--- config.mk ---
export PLATFORM = sky130hd
export DESIGN_NAME = sleep_timeout_queue
export DESIGN_NICKNAME = d
export VERILOG_FILES = /design/src/stq_pkg.sv /design/src/stq_ram.sv /design/src/sleep_timeout_queue.sv
export SDC_FILE = /design/constraint.sdc
export NUM_CORES = 2
export LEC_CHECK = 0
export BUFFER_PORTS_ARGS = -buffer_cell sky130_fd_sc_hd__buf_2
export CAP_MARGIN = 40
export CORE_UTILIZATION = 55
export CTS_CLUSTER_SIZE = 10
export DETAILED_ROUTE_END_ITERATION = 12
export PLACE_DENSITY = 0.74
export SYNTH_ARGS = -nofsm -noshare
export SYNTH_HDL_FRONTEND = slang
export SYNTH_SLANG_ARGS = --single-unit
--- constraint.sdc ---
create_clock -name clk -period 8.8 [get_ports clk]
set_clock_uncertainty 0.2 [all_clocks]
set_input_delay 0.88 -clock clk [delete_from_list [all_inputs] [get_ports clk]]
set_output_delay 0.88 -clock clk [all_outputs]
set_load 0.01 [all_outputs]
--- src/stq_pkg.sv ---
// ----------------------------------------------------------------------------
// stq_pkg
// Shared types and constants of the sleep timeout queue.
// ----------------------------------------------------------------------------
package stq_pkg;

  // Table geometry
  localparam int SLOTS          = 32;
  localparam int THREAD_ID_BITS = 8;
  localparam int SLOT_W         = (SLOTS > 1) ? $clog2(SLOTS) : 1;
  localparam int CNT_W          = $clog2(SLOTS + 1);

  // Field widths fixed by the interface
  localparam int TID_W  = 8;
  localparam int TIME_W = 64;
  localparam int ELAP_W = 32;

  // Thread ids keep only their low THREAD_ID_BITS bits
  localparam logic [TID_W-1:0] ID_MASK =
    (THREAD_ID_BITS >= TID_W) ? {TID_W{1'b1}} : TID_W'((1 << THREAD_ID_BITS) - 1);

  // Operation codes
  typedef enum logic [1:0] {
    OP_TICK   = 2'd0,
    OP_SLEEP  = 2'd1,
    OP_CANCEL = 2'd2,
    OP_NOP    = 2'd3
  } op_t;

  // One table entry as held in memory
  typedef struct packed {
    logic [TID_W-1:0]  thread;
    logic [TIME_W-1:0] wake;
  } entry_t;

endpackage

--- src/stq_ram.sv ---
// ----------------------------------------------------------------------------
// stq_ram
// Generic single-write, single-read RAM with registered read data.
// ----------------------------------------------------------------------------
module stq_ram #(
  parameter int WIDTH = 8,
  parameter int DEPTH = 32
) (
  input  logic                                     clk,
  input  logic                                     we,
  input  logic [((DEPTH > 1) ? $clog2(DEPTH) : 1)-1:0] waddr,
  input  logic [WIDTH-1:0]                         wdata,
  input  logic [((DEPTH > 1) ? $clog2(DEPTH) : 1)-1:0] raddr,
  output logic [WIDTH-1:0]                         rdata
);

  logic [WIDTH-1:0] mem [DEPTH];

  // Write port and registered read port
  always_ff @(posedge clk) begin
    if (we) begin
      mem[waddr] <= wdata;
    end
    rdata <= mem[raddr];
  end

endmodule

--- src/sleep_timeout_queue.sv ---
// ----------------------------------------------------------------------------
// sleep_timeout_queue
// System time plus a bounded table of sleeping threads; ticks wake expired
// threads in wake-time order, sleep requests insert, cancels remove.
// ----------------------------------------------------------------------------
//  channel  | handshake            | payload
//  ---------+----------------------+---------------------------------------------
//  command  | start / busy         | op, elapsed_ns, slice_expiry, thread_id,
//           |                      | wake_time
//  result   | done (one-cycle)     | woken_valid, woken_thread, preempt, accepted,
//           |                      | table_full, found, last
//
// A cancel scans until its thread is found or the table ends; a tick makes one
// full pass per woken thread plus a final pass, each walking the entry memory
// one slot per cycle through the single wake-time comparator. The final result
// of a transaction is on the ports in the first cycle with busy low again.
// rst is synchronous; it clears the time and all valid bits, no memory sweep.
// Results cannot be held off; busy stays high until the last one is issued.
// ----------------------------------------------------------------------------
module sleep_timeout_queue (
  input  logic                      clk,
  input  logic                      rst,
  input  logic                      start,
  output logic                      busy,
  input  logic [1:0]                op,
  input  logic [stq_pkg::ELAP_W-1:0] elapsed_ns,
  input  logic [stq_pkg::TIME_W-1:0] slice_expiry,
  input  logic [stq_pkg::TID_W-1:0]  thread_id,
  input  logic [stq_pkg::TIME_W-1:0] wake_time,
  output logic                      done,
  output logic                      woken_valid,
  output logic [stq_pkg::TID_W-1:0]  woken_thread,
  output logic                      preempt,
  output logic                      accepted,
  output logic                      table_full,
  output logic                      found,
  output logic                      last
);

  typedef enum logic [3:0] {
    ST_IDLE  = 4'b0001,
    ST_TSCAN = 4'b0010,
    ST_SLEEP = 4'b0100,
    ST_CSCAN = 4'b1000
  } state_t;

  state_t                       state;
  logic [stq_pkg::TIME_W-1:0]   current_time;
  logic [stq_pkg::SLOTS-1:0]    slot_valid;

  // Latched command
  logic [stq_pkg::TID_W-1:0]    tid_q;
  logic [stq_pkg::TIME_W-1:0]   wake_q;
  logic [stq_pkg::TIME_W-1:0]   slice_q;

  // Scan sequencer
  logic [stq_pkg::CNT_W-1:0]    scan_cnt;
  logic                         cmp_vld;
  logic [stq_pkg::SLOT_W-1:0]   cmp_idx;
  logic                         best_vld;
  logic [stq_pkg::SLOT_W-1:0]   best_idx;
  logic [stq_pkg::TIME_W-1:0]   best_wake;
  logic [stq_pkg::TID_W-1:0]    best_thread;
  logic                         pend_vld;
  logic [stq_pkg::TID_W-1:0]    pend_thread;

  // Memory ports
  logic                         ram_we;
  logic [stq_pkg::SLOT_W-1:0]   ram_waddr;
  stq_pkg::entry_t              ram_wdata;
  stq_pkg::entry_t              ram_rdata;

  logic                         accept;
  logic                         rd_issue;
  logic                         scan_end;
  logic                         due_hit;
  logic                         cancel_hit;
  logic                         pre;
  logic                         sleep_past;
  logic                         any_free;
  logic [stq_pkg::SLOT_W-1:0]   free_idx;

  assign busy   = (state != ST_IDLE);
  assign accept = start && !busy;

  // Scan control: one read per cycle, compared in the cycle after
  assign rd_issue = (state == ST_TSCAN || state == ST_CSCAN) &&
                    (scan_cnt != stq_pkg::CNT_W'(stq_pkg::SLOTS));
  assign scan_end = (scan_cnt == stq_pkg::CNT_W'(stq_pkg::SLOTS)) && !cmp_vld;

  // Shared comparator: expired and earlier than the best so far
  assign due_hit = cmp_vld && slot_valid[cmp_idx] &&
                   (ram_rdata.wake <= current_time) &&
                   (!best_vld || (ram_rdata.wake < best_wake));

  assign cancel_hit = cmp_vld && slot_valid[cmp_idx] && (ram_rdata.thread == tid_q);

  assign pre        = (slice_q != '0) && (slice_q <= current_time);
  assign sleep_past = (wake_q < current_time);

  // Lowest free slot
  always_comb begin
    free_idx = '0;
    any_free = 1'b0;
    for (int i = stq_pkg::SLOTS - 1; i >= 0; i--) begin
      if (!slot_valid[i]) begin
        free_idx = stq_pkg::SLOT_W'(i);
        any_free = 1'b1;
      end
    end
  end

  assign ram_we           = (state == ST_SLEEP) && !sleep_past && any_free;
  assign ram_waddr        = free_idx;
  assign ram_wdata.thread = tid_q;
  assign ram_wdata.wake   = wake_q;

  stq_ram #(
    .WIDTH ($bits(stq_pkg::entry_t)),
    .DEPTH (stq_pkg::SLOTS)
  ) u_ram (
    .clk   (clk),
    .we    (ram_we),
    .waddr (ram_waddr),
    .wdata (ram_wdata),
    .raddr (scan_cnt[stq_pkg::SLOT_W-1:0]),
    .rdata (ram_rdata)
  );

  // Sequencer, table state and result register
  always_ff @(posedge clk) begin
    if (rst) begin
      state        <= ST_IDLE;
      current_time <= '0;
      slot_valid   <= '0;
      scan_cnt     <= '0;
      cmp_vld      <= 1'b0;
      best_vld     <= 1'b0;
      pend_vld     <= 1'b0;
      done         <= 1'b0;
    end else begin
      // result defaults: nothing issued this cycle
      done         <= 1'b0;
      woken_valid  <= 1'b0;
      woken_thread <= '0;
      preempt      <= 1'b0;
      accepted     <= 1'b0;
      table_full   <= 1'b0;
      found        <= 1'b0;
      last         <= 1'b0;

      cmp_vld <= rd_issue;
      cmp_idx <= scan_cnt[stq_pkg::SLOT_W-1:0];
      if (rd_issue) begin
        scan_cnt <= scan_cnt + 1'b1;
      end

      case (state)
        ST_IDLE: begin
          if (accept) begin
            tid_q    <= thread_id & stq_pkg::ID_MASK;
            wake_q   <= wake_time;
            slice_q  <= slice_expiry;
            scan_cnt <= '0;
            best_vld <= 1'b0;
            pend_vld <= 1'b0;
            case (op)
              stq_pkg::OP_TICK: begin
                current_time <= current_time + stq_pkg::TIME_W'(elapsed_ns);
                state        <= ST_TSCAN;
              end
              stq_pkg::OP_SLEEP:  state <= ST_SLEEP;
              stq_pkg::OP_CANCEL: state <= ST_CSCAN;
              default: begin
                // unused code: a bare final result
                done <= 1'b1;
                last <= 1'b1;
              end
            endcase
          end
        end

        ST_TSCAN: begin
          if (due_hit) begin
            best_vld    <= 1'b1;
            best_idx    <= cmp_idx;
            best_wake   <= ram_rdata.wake;
            best_thread <= ram_rdata.thread;
          end
          if (scan_end) begin
            if (best_vld) begin
              // earliest expired entry found: retire it, issue the one held
              slot_valid[best_idx] <= 1'b0;
              if (pend_vld) begin
                done         <= 1'b1;
                woken_valid  <= 1'b1;
                woken_thread <= pend_thread;
              end
              pend_vld    <= 1'b1;
              pend_thread <= best_thread;
              best_vld    <= 1'b0;
              scan_cnt    <= '0;
            end else begin
              // nothing else due: final result of the tick
              done         <= 1'b1;
              woken_valid  <= pend_vld;
              woken_thread <= pend_vld ? pend_thread : '0;
              preempt      <= pre;
              last         <= 1'b1;
              state        <= ST_IDLE;
            end
          end
        end

        ST_SLEEP: begin
          done  <= 1'b1;
          last  <= 1'b1;
          state <= ST_IDLE;
          if (!sleep_past) begin
            if (any_free) begin
              slot_valid[free_idx] <= 1'b1;
              accepted             <= 1'b1;
            end else begin
              table_full <= 1'b1;
            end
          end
        end

        ST_CSCAN: begin
          if (cancel_hit) begin
            slot_valid[cmp_idx] <= 1'b0;
            done                <= 1'b1;
            found               <= 1'b1;
            last                <= 1'b1;
            cmp_vld             <= 1'b0;
            state               <= ST_IDLE;
          end else if (scan_end) begin
            done  <= 1'b1;
            last  <= 1'b1;
            state <= ST_IDLE;
          end
        end

        default: state <= ST_IDLE;
      endcase
    end
  end

endmodule

==> results.py <==
metrics = {
    "global_route": {
        "grt_max_degree": 115,
        "grt_pass1_wl_um": 411000,
        "track_usage_pct": 28.8,
        "grt_antenna_before_repair": 9,
        "grt_overflow": 0,
        "grt_pass1_vias": 58600,
    },
    "detailed_routing": {
        "viasPerCell": 6.57,
        "drt_first_pass_iters": 6,
        "drtIter0Drc": 7141,
        "wirelength_um": 287000,
        "drtAntennaViolNets": 0,
        "via_count": 58500,
        "avgRoutedWirePerCell_um": 32.2,
        "drc": 0,
    },
    "sta": {
        "fin_setup_tns_ns": 0,
        "layout_worst_path_cycle_share_pct": 74.0,
        "hold_ws_ns": 0.0411,
        "drv_slew": 0,
        "hold_violations": 0,
        "finalCriticalPeriod_ns": 6.51,
        "worst_slew_pin_slew_ns": 1.11,
        "rsz0062_at_grt": "no",
        "clock.fmax_ghz": 0.154,
        "slew_headroom_pct": 26.3,
        "setup_viol": 0,
    },
    "cells_and_area": {
        "drive_gt1_share_pct": 26.0,
        "fillCellCount": 12800,
        "final_common_cell": "edfxtp_1",
        "layout.nets": 6515,
        "layout_common_cells": "2544 x edfxtp_1, 728 x mux4_2, 334 x clkbuf_16, 292 x ha_1, 189 x buf_2",
        "area_growth_pct": 14.9,
        "final_util_pct": 63.7,
    },
    "power_and_ir_drop": {
        "ir_worst_vdd_uv": 224,
        "power_frac_comb_pct": 2.2,
        "p_int_mw": 21.3,
        "power_density_nw_per_um2": 212,
        "p_switching_mw": 5.31,
        "cellLeakagePower_nw": 39.9,
        "p_clk_share_pct": 44.3,
        "p_sw_share_pct": 19.9,
        "p_seq_share_pct": 53.5,
    },
    "place": {
        "hpwl_um": 167000,
        "gp_congestion": 0.947,
        "portBuffers": 188,
    },
    "worst_setup_path": {
        "worstReg2RegEnd": "u_ram.mem[23][63]$_DFFE_PP_",
        "slowest_delay_ns": 0.81,
        "path_common_cell": "buf_4",
        "path_buf_inv": 3,
        "ff2ff_setup_slack_ns": 2.29,
        "path_cells": "ha_1 -> nand4_1 -> or3_1 -> nor3_1 -> and3_1 -> o21a_1 -> a311oi_1 -> a21oi_1 -> nand3_1 -> buf_4 -> nor3_2 -> buf_4 -> buf_4",
        "crit_path_top_delay_cell": "a21oi_1",
        "critPathTopFamily": "simple AND/OR/NAND/NOR gates",
        "worst-path-stages": 13,
        "path_class": "reg2reg",
        "crit_path_end_kind": "register",
        "r2r-start": "wake_q[45]$_DFFE_PP_",
        "r2r_cells": 13,
        "startpoint_type": "register",
        "worst-endpoint-required_ns": 9.13,
        "crit_fanout": 33,
        "worst_ep_arrival_time_ns": 6.84,
    },
    "die": {
        "die_area_um2": 201000,
        "rows": 163,
        "core_area_um2": 198000,
        "num_io_pins": 189,
        "initial_core_util_pct": 55.5,
        "dieHeight_um": 448,
        "die_x_um": 448,
    },
    "logic_synthesis": {
        "synth_area_leaders": "edfxtp_1 70%, mux4_2 15%, ha_1 3.3%, dfxtp_1 3.3%, mux2_2 0.81%",
        "synth-edff-count": 2544,
        "synth.avg_cell_area_um2": 20.2,
        "ys_ff_latch": 2726,
        "syn_area_um2": 110000,
        "syn_inst": 5426,
        "synth_fp_nets": 5892,
        "ys_types": 81,
        "synthFlopType": "edfxtp_1",
        "yosysTopAreaCellShare_pct": 69.7,
        "yosysTopAreaCell": "edfxtp_1",
        "yosysWarningCount": 0,
        "ys_seq_area_share_pct": 73.0,
        "async_flop_share_pct": 0,
    },
    "min_path": {
        "hold_end": "wake_q[3]$_DFFE_PP_",
        "hold_start": "wake_time[3]",
        "min_path_cells": 1,
        "hold_class": "in2reg",
    },
    "clock_network": {
        "clkTransAtPathRegs_ns": 0.06,
        "cts_made_buffers": 326,
        "cts.sinks": 2726,
        "cts_tree": "yes",
        "cts_resized": 0,
        "clk_root_buffer_cell": "clkbuf_16",
        "post_cts_buffers": 0,
        "clockBufferDepth": 4,
        "ctsHtreeMaxLevel": 5,
        "clk_latency_ns": 0.94,
    },
    "run": {
        "maxCapViolCount": 0,
    },
    "status": {
        "status": "finished clean",
    },
}
## through the flow
step,cell area (um^2),worst slack (ns),power (mW),std cells
after CTS,126000,2.51,26.8,8878
after detailed placement,115000,2.58,15.0,8222
after global placement,115000,2.62,15.0,8186
final,126000,2.29,26.7,8890
after floorplan,110000,0.193,14.8,5426
after global routing,126000,2.34,27.3,8888
## logic make-up (layout without fill, tap and decap cells)
kind of cell | count (synthesis) | in the layout | share of synthesized area (%)
flops | 2726 | 2726 | 73.0
mux | 807 | 807 | 15.8
simple gates | 635 | 635 | 2.96
compound gates | 527 | 527 | 3.15
buf+inv | 387 | 1206 | 1.35
fa+ha+maj | 293 | 293 | 3.35
xor+xnor | 51 | 51 | 0.407
other cells | 0 | 5 | 0
## routing by layer
metal	wire length [um]	track usage, %
met1	107000	39.0
met2	137000	45.8
met3	26700	5.31
met4	15200	13.6
met5	34	0
## repair_timing
| item | CTS | global route |
|---|---|---|
| hold endpoints to repair | 132 | 0 |
| endpoints found under the setup margin | 0 | 0 |
| hold buffers | 132 | 0 |
## worst max path at each step
| stage | to | slack [ns] | from |
|---|---|---|---|
| after global routing | u_ram.mem[23][63]$_DFFE_PP_ | 2.34 | wake_q[45]$_DFFE_PP_ |
| final | u_ram.mem[23][63]$_DFFE_PP_ | 2.29 | wake_q[45]$_DFFE_PP_ |
| after floorplan | u_ram.mem[16][0]$_DFFE_PP_ | 0.19 | wake_q[45]$_DFFE_PP_ |
| after detailed placement | u_ram.mem[28][52]$_DFFE_PP_ | 2.58 | wake_q[45]$_DFFE_PP_ |
| after global placement | u_ram.mem[1][12]$_DFFE_PP_ | 2.62 | wake_q[45]$_DFFE_PP_ |
| after CTS | u_ram.mem[23][63]$_DFFE_PP_ | 2.51 | wake_q[45]$_DFFE_PP_ |
## area by class of cell
class | instances | area [um^2] | area share [%]
Clock buffer | 506 | 8960 | 7.11
Timing Repair Buffer | 523 | 4560 | 3.62
Sequential cell | 2726 | 80100 | 63.6
Inverter | 159 | 597 | 0.474
Multi-Input combinational cell | 2313 | 28300 | 22.5
Tap cell | 2640 | 3300 | 2.62
Antenna cell | 5 | 12.5 | 0.00993
Clock inverter | 18 | 159 | 0.126
## sequential cells by signal, indices dropped and copies added (netlist names), 4 cells and up
signal        flops
u_ram.mem      2304
u_ram.rdata      72
best_wake        64
current_time     64
slice_q          64
wake_q           64
slot_valid       32
best_thread       8
pend_thread       8
tid_q             8
woken_thread      8
scan_cnt          6
best_idx          5
cmp_idx           5
state             4
## cell usage after synthesis (10+ instances only)
cell type / number
edfxtp_1: 2544
mux4_2: 728
ha_1: 292
dfxtp_1: 182
nand2_1: 171
clkbuf_1: 169
a21oi_1: 166
inv_1: 158
nor2_1: 119
o21ai_0: 103
nand4_1: 96
mux2_2: 79
a21o_1: 69
nor3_1: 50
buf_1: 45
nand3_1: 42
xnor2_1: 36
o221ai_1: 34
nor4_1: 32
and3_1: 22
a211oi_1: 20
nor2b_1: 20
o211ai_1: 16
o21a_1: 16
o31ai_1: 15
xor2_1: 15
or4_1: 12
buf_2: 11
nand3b_1: 11
or3_1: 11
a31oi_1: 10
## power by group through the flow
stage / Sequential [mW] / Combinational, mW / Clock, mW
final: 14.3 / 0.582 / 11.8
after global routing: 14.3 / 0.629 / 12.5
after CTS: 14.3 / 0.557 / 11.9
after detailed placement: 14.5 / 0.507 / 0
after global placement: 14.5 / 0.462 / 0
after floorplan: 14.5 / 0.228 / 0
Note: power is estimated with default switching activity, not from simulation.
